--- src/rtl/rawip_pkg.sv ---
// shared types and constants of the rate-aware worker id pool
`default_nettype none
package rawip_pkg;

    localparam int unsigned POOL_DEPTH   = 64;
    localparam int unsigned ID_BITS      = 8;
    localparam int unsigned WINDOW_DEPTH = 64;
    localparam int unsigned POOL_AW      = $clog2(POOL_DEPTH);
    localparam int unsigned WIN_AW       = $clog2(WINDOW_DEPTH);
    localparam int unsigned CNT_W        = 7;
    localparam int unsigned SLOT_W       = 16;
    localparam int unsigned TOT_W        = 22;
    localparam int unsigned PROD_W       = 38;
    localparam int unsigned DIVD_W       = PROD_W - 8;
    localparam int unsigned DIVS_W       = TOT_W;
    localparam int unsigned CFG_W        = 16;

    // operation codes
    localparam logic [2:0] OP_ADD       = 3'd0;
    localparam logic [2:0] OP_REQ_BATCH = 3'd1;
    localparam logic [2:0] OP_REL_BATCH = 3'd2;
    localparam logic [2:0] OP_REQ_NODE  = 3'd3;
    localparam logic [2:0] OP_REL_NODE  = 3'd4;
    localparam logic [2:0] OP_TICK      = 3'd5;

    // configuration register indexes
    localparam logic [2:0] CFG_STATIC_GAIN = 3'd0;
    localparam logic [2:0] CFG_SWITCH_THR  = 3'd1;
    localparam logic [2:0] CFG_WIN_M1      = 3'd2;
    localparam logic [2:0] CFG_RATE_GAIN   = 3'd3;
    localparam logic [2:0] CFG_NODE_RATIO  = 3'd4;
    localparam logic [2:0] CFG_NODE_CAP    = 3'd5;
    localparam logic [2:0] CFG_BATCH_MAX   = 3'd6;
    localparam logic [2:0] CFG_BATCH_MIN   = 3'd7;

    typedef struct packed {
        logic [2:0]         operation;
        logic [ID_BITS-1:0] worker_id;
        logic [CNT_W-1:0]   wanted;
    } t_item;

    typedef struct packed {
        logic [ID_BITS-1:0] granted_id;
        logic               id_valid;
        logic [CNT_W-1:0]   grant_count;
        logic               last;
        logic               fault;
    } t_result;

    typedef struct packed {
        logic              we;
        logic [WIN_AW-1:0] addr;
        logic [SLOT_W-1:0] req;
        logic [SLOT_W-1:0] rel;
    } t_slot_wr;

endpackage
`default_nettype wire

--- src/rtl/rawip_slot_mem.sv ---
// per-second request and release slot memory with per-entry valid bits
`default_nettype none
module rawip_slot_mem (
    input  wire logic                          i_clk,
    input  wire logic                          i_rst_n,
    input  wire rawip_pkg::t_slot_wr           i_wr,
    input  wire logic                          i_re,
    input  wire logic [rawip_pkg::WIN_AW-1:0]  i_raddr,
    output logic [rawip_pkg::SLOT_W-1:0]       o_req,
    output logic [rawip_pkg::SLOT_W-1:0]       o_rel
);
    localparam int unsigned DEPTH = rawip_pkg::WINDOW_DEPTH;
    localparam int unsigned SW    = rawip_pkg::SLOT_W;

    logic [2*SW-1:0] r_mem [DEPTH];
    logic [DEPTH-1:0] r_valid;
    logic [2*SW-1:0] r_q;
    logic            r_qv;

    always_ff @(posedge i_clk) begin
        if (i_wr.we) begin
            r_mem[i_wr.addr] <= {i_wr.req, i_wr.rel};
        end
        if (i_re) begin
            r_q  <= r_mem[i_raddr];
            r_qv <= r_valid[i_raddr];
        end
    end

    // entries never written read as zero
    always_ff @(posedge i_clk) begin
        if (!i_rst_n) begin
            r_valid <= '0;
        end else if (i_wr.we) begin
            r_valid[i_wr.addr] <= 1'b1;
        end
    end

    assign o_req = r_qv ? r_q[2*SW-1:SW] : '0;
    assign o_rel = r_qv ? r_q[SW-1:0]    : '0;
endmodule
`default_nettype wire

--- config.mk ---
export PLATFORM = sky130hd
export DESIGN_NAME = rawip_slot_mem
export DESIGN_NICKNAME = d
export VERILOG_FILES = /design/src/rtl/rawip_pkg.sv /design/src/rtl/rawip_slot_mem.sv
export SDC_FILE = /design/constraint.sdc
export NUM_CORES = 2
export LEC_CHECK = 0
export ABC_AREA = 1
export BUFFER_PORTS_ARGS = -buffer_cell sky130_fd_sc_hd__buf_4
export CAP_MARGIN = 20
export CORE_MARGIN = 3
export CORE_UTILIZATION = 50
export DETAILED_ROUTE_END_ITERATION = 16
export PLACE_DENSITY = 0.76
export SLEW_MARGIN = 20
export SYNTH_ARGS = -nofsm -noshare
export SYNTH_HDL_FRONTEND = slang
export SYNTH_SLANG_ARGS = --single-unit
--- constraint.sdc ---
create_clock -name i_clk -period 6.9 [get_ports i_clk]
set_clock_uncertainty 0.2 [all_clocks]
set_input_delay 1.38 -clock i_clk [delete_from_list [all_inputs] [get_ports i_clk]]
set_output_delay 1.38 -clock i_clk [all_outputs]
set_load 0.05 [all_outputs]
* Word level (Yosys, flattened, before mapping)
Memory sizes are Yosys's and may differ from the RTL's. A register that Yosys moved wholly into a read port is not among the register bits.
Cells that the tools add are included.
W data, S select, Z words.
** Word-level totals
- Input bits :: 48
- Output and inout bits :: 32
- Memories :: 1
- Memory bits (writable) :: 2048
- Word-level logic and storage cells :: 16
- Bits in registers :: 65
** Memories
- r_mem :: depth 64, width 32, rd ports 1, clocked after memory_dff 1, wr ports 1, RTL line rawip_slot_mem.sv:15 : logic [2*SW-1:0] r_mem [DEPTH];
** Cells by class
- Bitwise gates (word level) :: 1
- Magnitude comparators :: 3
- Mux-type cells :: 8
- Reduce and logical (&&, ||, !) cells :: 1
** Operators by type and width (count)
- $or A64 B64 Y64 :: 1
- $mux W16 :: 2
- $lt A6 B7 Y1 const B :: 2
- $bmux W1 S6 :: 1
- $demux W1 S6 :: 1
- $ge A6 B1 Y1 const B :: 1
- $mux W1 :: 4
- $logic_and A1 B1 Y1 :: 1

* Depth between registers and ports, before layout
- Word-level depth :: 5
- Depth in mapped cells :: 13
- Mapped depth without buffers :: 9

* Least setup slack after synthesis
No wires, ideal clock.
- Path kind :: input -> register
- Start :: input i_wr[38] (netlist name)
- End :: memory r_mem[55][0] (netlist name) (enable)
- Data arrival time :: 3.291 ns
- Library setup time :: 0.422 ns
- Setup slack :: 2.987 ns
- Stages on the path :: 4
- Buffers on the path :: 0
- Cell sequence :: clkinv_1 > nor3_1 > inv_1 > nor2_1
** On the way
- Longest elaborated chain between the ends :: 2
** RTL lines
- start: declaration :: RTL line rawip_slot_mem.sv:6 : input wire rawip_pkg::t_slot_wr i_wr,
- $mux W1 :: RTL line rawip_slot_mem.sv:21 : if (i_wr.we) begin
- $mux W1 (not written as such) :: RTL line rawip_slot_mem.sv:22 : r_mem[i_wr.addr] <= {i_wr.req, i_wr.rel};
- end: declaration :: RTL line rawip_slot_mem.sv:15
Every way passes these cells.

==> metrics.txt <==
fin util 55.7%; GP Congestion 0.831; Final setup viols 0; Post-CTS Setup Bufs 0; area leader, netlist edfxtp_1; share of layout cells above drive strength 1 7.33%; number of antenna violations at the first check in global routing 16; maximum clock path buffer count 3; syn nets 7270; P&R area growth vs syn 9.90%; pin count of the biggest net entering global routing 236; Max-Slew Margin vs Limit 23.5%; R2R cell count 8; RSZ-0062 raised after global routing no; Reg-to-Reg Start r_mem[62][13]; library cells used by synthesis 17; cts hold-fix bufs 0; power per cell area 281 mW/mm^2; number of I/O pins 80; EDFF count, synth 2081; reg-to-reg endpoint r_q[13]; vias per cell 6.06; buffers added on ports 79; Pleak 0.0334 uW; worst setup margin 2.88 ns; DRC viols 0; initial drt markers 9844; clock latency on the worst-skew pair 0.81 ns; first-pass GRT wire length 350000 um; cts bufs inserted 201; Die Ht 421 um; die area 0.178 mm^2; synth top area cells edfxtp_1 72%, nand3_1 11%, nand2_1 10%, dfxtp_1 1.5%, buf_2 1.1%; CP Data Required Time 7.36 ns; Worst Tran Pin Value 1.15 ns; CTS clk-pin slew, worst paths 0.06 ns; Crit Path Category input pin to flop; average wire per standard cell 24.7 um; cts repair resizes 0; reg-to-reg slack, setup 4.92 ns; share of flip-flops with an asynchronous set or reset 0%; WP data arrival 4.48 ns; clock sink count 2145; Max VDD drop 232 uV; Min-Delay Path Class flop to flop; Synth top cells by count 2370 x nand2_1, 2081 x edfxtp_1, 1954 x nand3_1; Mapped Area 0.0863 mm^2; Pins Over Slew Limit 0; Worst Hold Path EP r_valid[23]; crit start category input pin; Starting Density 50.6%; Cells after Synth 7222; CP Capture Type flop; core area 0.170 mm^2; drt first pass iters 8; filler instances 13.3k; number of global-route vias before repair 55.2k; Post-Route WL 237000 um; worst slack, placed 2.33 ns; dpl hpwl 121000 um; row count 151; Final TNS setup 0 ns; H-Tree Depth 4; HP Start r_valid[23]; total track usage 26.0%; CTS tree built; top cell type's share of synthesized area 72.4%; Final Hold Fails 0; CP Max Fanout 235; die extent in x 421 um; WHS 0.270 ns; Routed Antenna Nets 0; top-count cell post-synth nand2_1; Vias 58.3k; syn avg cell area 12.0 um^2; ys flop type edfxtp_1; max_cap viols 0; total gr overflow 0; Yosys reg bits 2145; final period utilization 58.2%; clock root buffer master clkbuf_16; post-layout min period 4.02 ns; sequential area share after synthesis 73.9%; Max Freq 0.249 GHz; status completed; fin nets 7198; Yosys warnings 0; Hold Path Depth 2
==> final cells by class <==
| cell class | instances | area [um^2] | area share (%) |
|---|---|---|---|
| Inverter | 75 | 319 | 0.336 |
| Timing Repair Buffer | 194 | 1770 | 1.87 |
| Clock inverter | 104 | 778 | 0.821 |
| Antenna cell | 7 | 17.5 | 0.0185 |
| Multi-Input combinational cell | 4533 | 19900 | 21.0 |
| Tap cell | 2295 | 2870 | 3.03 |
| Clock buffer | 265 | 5420 | 5.71 |
| Sequential cell | 2145 | 63800 | 67.2 |
==> kinds of logic (layout without fill, tap and decap cells) <==
group                  count (synthesis)  in the layout  share of synthesized area [%]
buffers and inverters                544            638                           3.54
flip-flops                          2145           2145                           73.9
other                                  0              7                              0
AND/OR/NAND/NOR                     4533           4533                           22.6
==> flip-flops by register name, summed over array words and instances (netlist names) <==
signal,count
r_qv,1
r_valid,64
r_mem,2048
r_q,32
==> cell usage in the layout, fill, tap and decap left out, types with 8 or more instances in the layout <==
cell type	instances
buf_12	23
buf_4	167
bufinv_16	9
clkbuf_1	55
clkbuf_16	206
clkinv_1	43
clkinv_2	37
dfxtp_1	64
edfxtp_1	2081
inv_1	61
inv_2	8
nand2_1	2370
nand3_1	1954
nor2_1	138
nor2_4	57
nor3_1	14
==> per-layer routing <==
layer	part of all wire (%)	vias to the layer above	global-route usage [%]
met3	13	651	5.34
met1	36	28100	35.6
met5	0.019	-	0
met2	46	4211	40.7
li1	-	25300	-
met4	4.4	6	11.4
==> worst max path at each step <==
stage	start	endpoint	slack (ns)	depth (start not counted)
3_3_place_gp	i_raddr[0]	r_q[13]	2.35	11
3_5_place_dp	i_raddr[0]	r_q[13]	2.33	11
5_1_grt	i_raddr[0]	r_q[13]	2.76	11
4_1_cts	r_qv	o_rel[6]	2.94	4
2_1_floorplan	i_wr[38]	r_mem[55][0]	2.99	4
6_report	i_raddr[0]	r_q[13]	2.88	11
==> critical path, cell delays in order <==
cell and delay, ns:
buf_8 0.24, inv_16 0.60, buf_12 0.55, nand2_1 0.13, nand3_1 0.11, nand3_1 0.10
nand3_1 0.14, nand3_1 0.17, nand2_1 0.15, nand2_1 0.29, nand2_1 0.17
==> report_power, final <==
| part | internal [uW] | leakage (uW) | switching, uW |
|---|---|---|---|
| Sequential | 14400 | 0.0193 | 43.0 |
| Clock | 5840 | 0.00302 | 4660 |
| Combinational | 390 | 0.0111 | 1290 |
==> through the flow <==
step	instances	power, uW	instance area, um^2
2_1_floorplan	7222	15700	86300
3_3_place_gp	9242	16300	88600
3_5_place_dp	9242	16400	88600
4_1_cts	9611	26600	94800
5_1_grt	9618	27300	94800
6_report	9618	26600	94800
Note: power is estimated with default switching activity, not from simulation.
