$ cat src/rtl/rawip_pkg.sv
// shared types and constants of the rate-aware worker id pool
`default_nettype none
package rawip_pkg;

    localparam int unsigned POOL_DEPTH   = 64;
    localparam int unsigned ID_BITS      = 8;
    localparam int unsigned WINDOW_DEPTH = 64;
    localparam int unsigned POOL_AW      = $clog2(POOL_DEPTH);
    localparam int unsigned WIN_AW       = $clog2(WINDOW_DEPTH);
    localparam int unsigned CNT_W        = 7;
    localparam int unsigned SLOT_W       = 16;
    localparam int unsigned TOT_W        = 22;
    localparam int unsigned PROD_W       = 38;
    localparam int unsigned DIVD_W       = PROD_W - 8;
    localparam int unsigned DIVS_W       = TOT_W;
    localparam int unsigned CFG_W        = 16;

    // operation codes
    localparam logic [2:0] OP_ADD       = 3'd0;
    localparam logic [2:0] OP_REQ_BATCH = 3'd1;
    localparam logic [2:0] OP_REL_BATCH = 3'd2;
    localparam logic [2:0] OP_REQ_NODE  = 3'd3;
    localparam logic [2:0] OP_REL_NODE  = 3'd4;
    localparam logic [2:0] OP_TICK      = 3'd5;

    // configuration register indexes
    localparam logic [2:0] CFG_STATIC_GAIN = 3'd0;
    localparam logic [2:0] CFG_SWITCH_THR  = 3'd1;
    localparam logic [2:0] CFG_WIN_M1      = 3'd2;
    localparam logic [2:0] CFG_RATE_GAIN   = 3'd3;
    localparam logic [2:0] CFG_NODE_RATIO  = 3'd4;
    localparam logic [2:0] CFG_NODE_CAP    = 3'd5;
    localparam logic [2:0] CFG_BATCH_MAX   = 3'd6;
    localparam logic [2:0] CFG_BATCH_MIN   = 3'd7;

    typedef struct packed {
        logic [2:0]         operation;
        logic [ID_BITS-1:0] worker_id;
        logic [CNT_W-1:0]   wanted;
    } t_item;

    typedef struct packed {
        logic [ID_BITS-1:0] granted_id;
        logic               id_valid;
        logic [CNT_W-1:0]   grant_count;
        logic               last;
        logic               fault;
    } t_result;

    typedef struct packed {
        logic              we;
        logic [WIN_AW-1:0] addr;
        logic [SLOT_W-1:0] req;
        logic [SLOT_W-1:0] rel;
    } t_slot_wr;

endpackage
`default_nettype wire

$ cat src/rtl/rawip_div.sv
// serial restoring divider, one quotient bit per cycle
`default_nettype none
module rawip_div (
    input  wire logic                          i_clk,
    input  wire logic                          i_rst_n,
    input  wire logic                          i_start,
    input  wire logic [rawip_pkg::DIVD_W-1:0]  i_dividend,
    input  wire logic [rawip_pkg::DIVS_W-1:0]  i_divisor,
    output logic                               o_done,
    output logic [rawip_pkg::DIVD_W-1:0]       o_quotient
);
    localparam int unsigned DW = rawip_pkg::DIVD_W;
    localparam int unsigned SW = rawip_pkg::DIVS_W;
    localparam int unsigned SC_W = $clog2(DW);

    logic          r_run, n_run;
    logic          r_done, n_done;
    logic [SC_W-1:0] r_cnt, n_cnt;
    logic [DW-1:0] r_quo, n_quo;
    logic [SW-1:0] r_rem, n_rem;
    logic [SW-1:0] r_dvs, n_dvs;
    logic [SW:0]   shifted;
    logic [SW+1:0] diff;

    always_comb begin
        shifted = {r_rem, r_quo[DW-1]};
        diff    = {1'b0, shifted} - {2'b00, r_dvs};
        n_run   = r_run;
        n_done  = 1'b0;
        n_cnt   = r_cnt;
        n_quo   = r_quo;
        n_rem   = r_rem;
        n_dvs   = r_dvs;
        if (i_start) begin
            n_run = 1'b1;
            n_cnt = '0;
            n_quo = i_dividend;
            n_rem = '0;
            n_dvs = i_divisor;
        end else if (r_run) begin
            n_rem = diff[SW+1] ? shifted[SW-1:0] : diff[SW-1:0];
            n_quo = {r_quo[DW-2:0], ~diff[SW+1]};
            n_cnt = r_cnt + 1'b1;
            if (r_cnt == SC_W'(DW - 1)) begin
                n_run  = 1'b0;
                n_done = 1'b1;
            end
        end
    end

    always_ff @(posedge i_clk) begin
        if (!i_rst_n) begin
            r_run  <= 1'b0;
            r_done <= 1'b0;
        end else begin
            r_run  <= n_run;
            r_done <= n_done;
        end
        r_cnt <= n_cnt;
        r_quo <= n_quo;
        r_rem <= n_rem;
        r_dvs <= n_dvs;
    end

    assign o_done     = r_done;
    assign o_quotient = r_quo;
endmodule
`default_nettype wire

$ cat config.mk
export PLATFORM = sky130hd
export DESIGN_NAME = rawip_div
export DESIGN_NICKNAME = d
export VERILOG_FILES = /design/src/rtl/rawip_pkg.sv /design/src/rtl/rawip_div.sv
export SDC_FILE = /design/constraint.sdc
export NUM_CORES = 1
export LEC_CHECK = 0
export ABC_AREA = 1
export ABC_CLOCK_PERIOD_IN_PS = 2210
export BUFFER_PORTS_ARGS = -buffer_cell sky130_fd_sc_hd__buf_2
export CORE_MARGIN = 2
export CORE_UTILIZATION = 35
export CTS_BUF_LIST = sky130_fd_sc_hd__clkbuf_4
export DETAILED_ROUTE_END_ITERATION = 16
export GPL_TIMING_DRIVEN = 0
export PLACE_DENSITY = 0.6
export SLEW_MARGIN = 20
export SYNTH_ARGS = -nofsm -noshare
export SYNTH_HDL_FRONTEND = slang
export SYNTH_SLANG_ARGS = --single-unit
$ cat constraint.sdc
create_clock -name i_clk -period 2.21 [get_ports i_clk]
set_input_delay 0.221 -clock i_clk [delete_from_list [all_inputs] [get_ports i_clk]]
set_output_delay 0.221 -clock i_clk [all_outputs]
set_load 0.05 [all_outputs]
**Word-level counts from Yosys, hierarchy flattened**

Index checks and enable logic that the tools add are counted.

- Output and inout bits: 31
- Register bits: 81
- Word-level logic and storage cells: 21
- Bits of input ports: 55

- $add $sub $neg: 2
- Bitwise logic cells: 3
- Equal/unequal tests: 1
- Muxes and demuxes: 7
- Reduce and logical (&&, ||, !) cells: 2

Operators with widths:

| cell | count |
|---|---|
| $mux 30 | 2 |
| $sub 23x22->24 | 1 |
| $mux 22 | 1 |
| $add 5x1->5 const B | 1 |
| $eq 5x5->1 const B | 1 |
| $mux 1 | 4 |
| $not 1->1 | 3 |
| $reduce_or 3->1 | 1 |
| $reduce_bool 2->1 | 1 |

**Logic depth before layout (Yosys ltp)**

Gate-level depths: netlist of run 1.

- Depth in word-level cells: 4
- Depth in mapped cells: 15
- Depth with buffers taken out: 15

**Worst setup path after synthesis of run 1**

No wires, ideal clock.

- Path type: reg-to-reg
- Start: register r_quo[29], in the netlist o_quotient[29]
- End: register r_rem[16]
- Setup slack: 0.037 ns
- Required time: 2.096 ns
- Arrival: 2.058 ns
- Buffers on the path: 0
- Stages on the path, launching flop included: 15
- Setup time: 0.114 ns
- Cell sequence: edfxtp_1 inv_1 ha_1 inv_1 fa_1 nand3_1 nand3_1 nand2_1 nand2_1 nand3_1 nand2_1 nand2_1 nand3_2 nand3_1 nand2_1

- Word-level cells in the longest chain between the ends: 2

RTL lines:

| element | line | source |
|---|---|---|
| start: declaration | rawip_div.sv:19 | `logic [DW-1:0] r_quo, n_quo;` |
| start signal: assignment | rawip_div.sv:60 | `r_quo <= n_quo;` |
| $sub 23x22->24 | rawip_div.sv:27 | `diff = {1'b0, shifted} - {2'b00, r_dvs};` |
| $mux 22 | rawip_div.sv:41 | `n_rem = diff[SW+1] ? shifted[SW-1:0] : diff[SW-1:0];` |
| end signal: assignment | rawip_div.sv:61 | `r_rem <= n_rem;` |
| end: declaration | rawip_div.sv:20 | `logic [SW-1:0] r_rem, n_rem;` |

No other way between the ends.
A chain may end at the register's enable or synchronous reset.

**Final worst setup path of run 1**

- Start: register r_dvs[19]
- End: register r_rem[11]

- Word-level cells in the longest chain between the ends: 2

RTL lines:

| element | line | source |
|---|---|---|
| start: declaration | rawip_div.sv:21 | `logic [SW-1:0] r_dvs, n_dvs;` |
| start signal: assignment | rawip_div.sv:62 | `r_dvs <= n_dvs;` |
| $sub 23x22->24 | rawip_div.sv:27 |  |
| $mux 22 | rawip_div.sv:41 |  |

No other way between the ends.

==> out/qor.csv, run 1 <==
stage,metric,value,unit
clock_network,cts_tree,done,
synthesis,synth_area,4870,µm²
timing,min_period_over_period,94.1,%
cells_and_area,nets,887,
synthesis,yosysSeqAreaShare,44.0,%
cells_and_area,area_growth_syn_to_layout,29.8,%
global_route,grt_pass1_wl,20600,µm
setup_path,reg2reg_slack,0.13,ns
floorplanning,die_w,122,µm
floorplanning,ios,86,
detailed_routing,first_pass_iters,6,
clock_network,cts.sinks,81,
setup_path,end_kind,flip-flop,
timing,layout_min_cycle_time,2.08,ns
hold_path,hp-start,i_start,
detailed_routing,detail-route-antenna-nets,0,
timing,clock_skew,0.0317,ns
clock_network,clkTransAtPathRegs,0.17,ns
timing,tightest_slew,0.665,ns
cells_and_area,layout-drive-gt1-share,18.8,%
detailed_routing,viasPerCell,4.49,
timing,finalMaxSlewViolations,0,
clock_network,numCtsBuffers,9,
hold_path,whs_path_depth,1,
synthesis,synth_cell_type_count,36,
global_route,antenna_found_initial,0,
floorplanning,rows,43,
hold_path,min_path_type,in -> reg,
cells_and_area,fin_area,6320,µm²
global_route,grt.overflow.total,0,
clock_network,htreeDepth,3,
floorplanning,core-area,13700,µm²
detailed_routing,wl_per_cell,12.5,µm
floorplanning,die_h,122,µm
timing,fmax,0.481,GHz
floorplanning,die-area,14900,µm²
clock_network,cts.path.max_buffers,2,
detailed_routing,drt_iter0_drc,208,
timing,setup_tns,0,ns
power,power_density,544,nW/µm²
synthesis,ys_seq_elements,81,
cells_and_area,final_cells,992,
placed_design,detailed_place_hpwl,8840,µm
detailed_routing,drt_drc_violations_left,0,
power,irDropWorstVdd,0.315,mV
cells_and_area,num_antenna_cells,0,
setup_path,worst-path-max-fanout,10,
run_status,status,"finished, final reports clean",
power,power,3440,µW
placed_design,numPortBuffers,85,
synthesis,synth_nets,732,
hold_path,whs_endpoint,r_dvs[15]$_DFFE_PP_,
detailed_routing,routed_wl,12400,µm
global_route,grt_max_degree,32,
setup_path,r2r_end,r_rem[11]$_SDFFE_PP0P_,
timing,hold_violations,0,
placed_design,placed_area,5520,µm²
timing,slew-limit-headroom,55.7,%
power,p_leak,0.00327,µW
global_route,first_global_vias,4381,
placed_design,pre_cts_slack,-0.0403,ns
setup_path,startpoint_type,flip-flop,
synthesis,syn_inst,652,
placed_design,place_congestion,0.912,
floorplanning,initial_core_util,35.5,%
clock_network,clock_latency,0.49,ns
synthesis,ys_warn_count,0,
placed_design,dp.cells,917,
setup_path,critPathKind,reg -> reg,
setup_path,worstPathArrival,2.46,ns
setup_path,reg2reg_from,r_dvs[19]$_DFFE_PP_,
setup_path,required,2.59,ns
global_route,track_usage,17.8,%
detailed_routing,vias,4452,
synthesis,syn_area_per_cell,7.47,µm²
setup_path,r2r_cells,12,
timing,setup_viol,0,
clock_network,root_buffer,clkbuf_4,
timing,fin_ws,0.130,ns
run,drv_cap,0,
[metal layers]
layer  vias up  GRT usage [%]  routed length [µm]
met5         -              0                   0
met4         0           4.89                 130
met3        10           5.48                 735
met2       103           29.5                5760
met1      1980           22.4                5790
li1       2359              -                   -
[where the power goes]
part	switching (µW)	total [µW]	internal, µW	leakage (µW)
clock	664	942	278	0.0000811
combinational	479	725	247	0.00243
sequential	49.1	1770	1720	0.000758
[through the flow]
step | utilization [%] | hold WS, ns
2_1_floorplan | - | 0.320
3_3_place_gp | 40.3 | 0.398
3_5_place_dp | 40.3 | 0.399
4_1_cts | 45.3 | 0.252
5_1_grt | 46.1 | 0.268
6_report | 46.1 | 0.266
[kinds of logic after synthesis]
| family | count (synthesis) | share of synthesized area [%] |
|---|---|---|
| DFF | 81 | 44.0 |
| and+or+nand+nor | 376 | 32.8 |
| AOI/OAI and AO/OA | 42 | 5.37 |
| buffers and inverters | 120 | 9.89 |
| adders and majority gates | 25 | 6.57 |
| xor gates and xnor gates | 8 | 1.44 |
[cells in the mapped netlist (all sizes together)]
master	n	area, µm²
buf	6	53.8
a31oi	1	6.26
nand3	43	258
fa	1	20.0
clkinv	1	3.75
nand2	286	1090
edfxtp	52	1560
and2	3	18.8
clkbuf	9	33.8
nand3b	1	7.51
xor2	1	8.76
ha	24	300
dfxtp	29	581
nand4	6	37.5
inv	104	390
nor3	5	36.3
xnor2	7	61.3
o22ai	1	6.26
o21bai	1	7.51
or2	5	31.3
nor2	27	116
a21oi	17	88.8
o211ai	9	87.6
o21ai	13	65.1
[flip-flops by register name (all words and copies together) (netlist names)]
name        flops
r_run           1
o_done          1
r_cnt           5
o_quotient     30
r_dvs          22
r_rem          22
[layout make-up]
cell class	count	area [µm²]
well taps	180	225
inverters	105	394
clock inverters	7	78.8
clock buffers	9	67.6
fillers	1381	7400
plain buffers	15	91.3
repair buffers	143	997
flip-flops and latches	81	2140
multi-input cells	452	2330
[timing repair]
item	in CTS	in global routing
pin swaps	0	4
hold buffers	53	0
buffers inserted	1	4
endpoints found under the setup margin	5	11
gates resized for setup	1	18
gates cloned	0	1
hold endpoints to repair	54	0
[worst max path at each step]
stage / slack, ns / depth (start not counted) / startpoint / endpoint
finish: 0.13 / 12 / r_dvs[19]$_DFFE_PP_ / r_rem[11]$_SDFFE_PP0P_
global route: -0.007 / 12 / r_dvs[11]$_DFFE_PP_ / r_rem[11]$_SDFFE_PP0P_
floorplan: 0.04 / 14 / o_quotient[29]$_DFFE_PP_ / r_rem[16]$_SDFFE_PP0P_
detailed placement: -0.04 / 14 / o_quotient[29]$_DFFE_PP_ / r_rem[14]$_SDFFE_PP0P_
CTS: 0.01 / 14 / o_quotient[29]$_DFFE_PP_ / r_rem[14]$_SDFFE_PP0P_
global placement: -0.38 / 4 / i_start / o_quotient[22]$_DFFE_PP_
[layout by cell type (no fill, tap or decap), types with 2 or more instances in the layout]
master,instances
nand4_1,6
buf_4,4
nor2_1,23
nand3_4,2
nand2_2,10
inv_2,4
nand2_4,2
o211ai_1,5
inv_1,100
clkbuf_1,9
nand2_1,274
dlygate4sd3_1,53
edfxtp_1,52
clkbuf_4,9
inv_8,4
or2_1,5
a21oi_1,16
ha_1,21
nand3_1,32
o21ai_1,9
nor3_1,4
ha_2,3
buf_6,4
o21ai_0,4
xnor2_1,7
nor2_2,3
o211ai_2,4
dfxtp_1,29
buf_2,86
nand3_2,10
and2_1,3
[critical path, stage by stage, from the launching register on]
cell,delay (ns)
edfxtp_1,0.35
inv_1,0.04
ha_1,0.37
nand2_2,0.11
nor3_4,0.19
nand2_1,0.12
nor2_2,0.14
nand2_4,0.08
nand3_4,0.11
buf_6,0.18
o21ai_0,0.10
nand2_1,0.12
nand2_1,0.06
Note: power is estimated with default switching activity, not from simulation.
==> run 2, diff against run 1 <==
MAX_ROUTING_LAYER = met4   (was unset)
PLACE_DENSITY = 0.63   (was 0.6)
SLEW_MARGIN = unset   (was 20)
==> out/qor.csv, run 2 (synthesis gave the netlist of run 1 again) <==
stage,metric,value,unit,change
run_status,status,"finished, final reports clean",,
global_route,first_global_vias,4259,,-2.8%
floorplanning,core-area,13700,µm²,unchanged
clock_network,root_buffer,clkbuf_4,,
floorplanning,rows,43,,unchanged
global_route,grt_max_degree,32,,unchanged
cells_and_area,fill_cells,1367,,-1.0%
timing,min_period_over_period,95.0,%,+0.89 points
timing,layout_min_cycle_time,2.10,ns,+0.0197 ns
cells_and_area,largest_register_ffs,30,,unchanged
detailed_routing,viasPerCell,4.52,,+0.81%
timing,clock_skew,0.0340,ns,+0.00229 ns
detailed_routing,wl_per_cell,12.4,µm,-0.49%
setup_path,worstPathArrival,2.50,ns,+0.04 ns
timing,fmax,0.476,GHz,-0.94%
detailed_routing,detail-route-antenna-nets,0,,unchanged
setup_path,startpoint_type,flip-flop,,
clock_network,cts_tree,done,,
floorplanning,die_w,122,µm,unchanged
clock_network,numCtsBuffers,9,,unchanged
detailed_routing,drt_drc_violations_left,0,,unchanged
floorplanning,ios,86,,unchanged
clock_network,cts.sinks,81,,unchanged
placed_design,place_congestion,0.902,,-1.1%
placed_design,numPortBuffers,85,,unchanged
power,power_density,536,nW/µm²,-1.6%
cells_and_area,nets,891,,+0.45%
cells_and_area,fin_util,46.8,%,+0.77 points
timing,slew-limit-headroom,20.6,%,-35 points
global_route,track_usage,17.9,%,+0.077 points
timing,finalMaxSlewViolations,0,,unchanged
power,irDropWorstVdd,0.328,mV,+4.1%
setup_path,required,2.61,ns,+0.02 ns
clock_network,clock_latency,0.51,ns,+0.02 ns
clock_network,cts.path.max_buffers,2,,unchanged
floorplanning,initial_core_util,35.5,%,unchanged
global_route,grt_pass1_wl,20000,µm,-3.0%
cells_and_area,layout-drive-gt1-share,19.6,%,+0.77 points
global_route,grt.overflow.total,0,,unchanged
run,drv_cap,0,,unchanged
cells_and_area,area_growth_syn_to_layout,31.9,%,
power,power,3440,µW,about the same
floorplanning,die_h,122,µm,unchanged
global_route,antenna_found_initial,0,,unchanged
timing,hold_violations,0,,unchanged
floorplanning,die-area,14900,µm²,unchanged
timing,tightest_slew,1.19,ns,+0.525 ns
hold_path,min_path_type,in -> reg,,
cells_and_area,final_cells,998,,+0.60%
clock_network,htreeDepth,3,,unchanged
detailed_routing,drt_iter0_drc,225,,+8.2%
timing,setup_tns,0,ns,unchanged
cells_and_area,final_common_cell,nand2_1,,
clock_network,clkTransAtPathRegs,0.16,ns,about the same
timing,grt_setup_unrepaired,true,,
placed_design,detailed_place_hpwl,8740,µm,-1.1%
setup_path,worst-path-max-fanout,6,,-4
placed_design,dp.cells,917,,unchanged
detailed_routing,routed_wl,12400,µm,+0.11%
cells_and_area,layout.cells.most_common_list,"nand2_1 (274), inv_1 (101), buf_2 (86)",,
timing,setup_viol,0,,unchanged
setup_path,critPathKind,reg -> reg,,
setup_path,end_kind,flip-flop,,
power,p_leak,0.00329,µW,+0.71%
detailed_routing,vias,4515,,+1.4%
detailed_routing,first_pass_iters,5,,-1
run 2: changes by cell type in the layout (fill, tap and decap cells not counted), sizes merged:
| cell | change |
|---|---|
| buf | +4 |
| clkinv | +3 |
| diode | +2 |
| inv | -3 |
run 2: final timing paths:
path	start	to	slack, ns	cells after the start
max reg2reg	r_dvs[2]$_DFFE_PP_	r_rem[8]$_SDFFE_PP0P_	0.11	11
min	i_start	r_dvs[4]$_DFFE_PP_	0.25	1
min reg2reg	r_rem[16]$_SDFFE_PP0P_	r_rem[16]$_SDFFE_PP0P_	0.48	2
max	r_dvs[2]$_DFFE_PP_	r_rem[8]$_SDFFE_PP0P_	0.11	11
run 2: layout make-up:
type / instances / area [µm²] / share of cell area (%)
Multi-Input combinational cell: 452 / 2370 / 36.8
Antenna cell: 2 / 5.00 / 0.0779
Tap cell: 180 / 225 / 3.50
Sequential cell: 81 / 2140 / 33.3
Buffer: 15 / 104 / 1.62
Inverter: 105 / 394 / 6.13
Clock inverter: 7 / 86.3 / 1.34
Clock buffer: 9 / 67.6 / 1.05
Timing Repair Buffer: 147 / 1040 / 16.1
run 2: critical path, cell delays in order, from the launching register on:
cell and delay, ns:
edfxtp_1 0.39, inv_1 0.07, ha_2 0.30, nand2_1 0.11
nand3_2 0.13, nand2_1 0.10, nand2_2 0.10, nand2_4 0.11
nand3_4 0.14, buf_12 0.18, o211ai_1 0.27, nand2_1 0.09
run 2: routing by layer:
| layer | GRT usage [%] | wire length, µm | up-vias |
|---|---|---|---|
| li1 | - | - | 2377 |
| met1 | 22.6 | 5920 | 2026 |
| met2 | 28.4 | 5730 | 94 |
| met3 | 3.70 | 551 | 18 |
| met4 | 6.39 | 217 | 0 |
| met5 | - | 0 | - |
run 2: through the flow:
stage	hold WS [ns]	setup slack, ns	area (µm²)
final	0.252	0.111	6430
after global routing	0.256	-0.0199	6420
after CTS	0.253	0.0310	6220
after detailed placement	0.399	-0.390	5520
after global placement	0.397	-0.381	5520
after floorplan	0.320	0.0375	4870
run 2: repair_timing:
action	4_1_cts	5_1_grt
endpoints found under the setup margin	5	10
endpoints found under the hold margin	54	0
cloned	0	1
pin swaps	0	7
gates resized for setup	1	26
hold buffers	53	0
setup buffers	1	8
run 2: where the power goes:
group          total, µW  internal (µW)  switching, µW
clock network        940            274            666
registers           1770           1730           47.5
logic                731            250            481
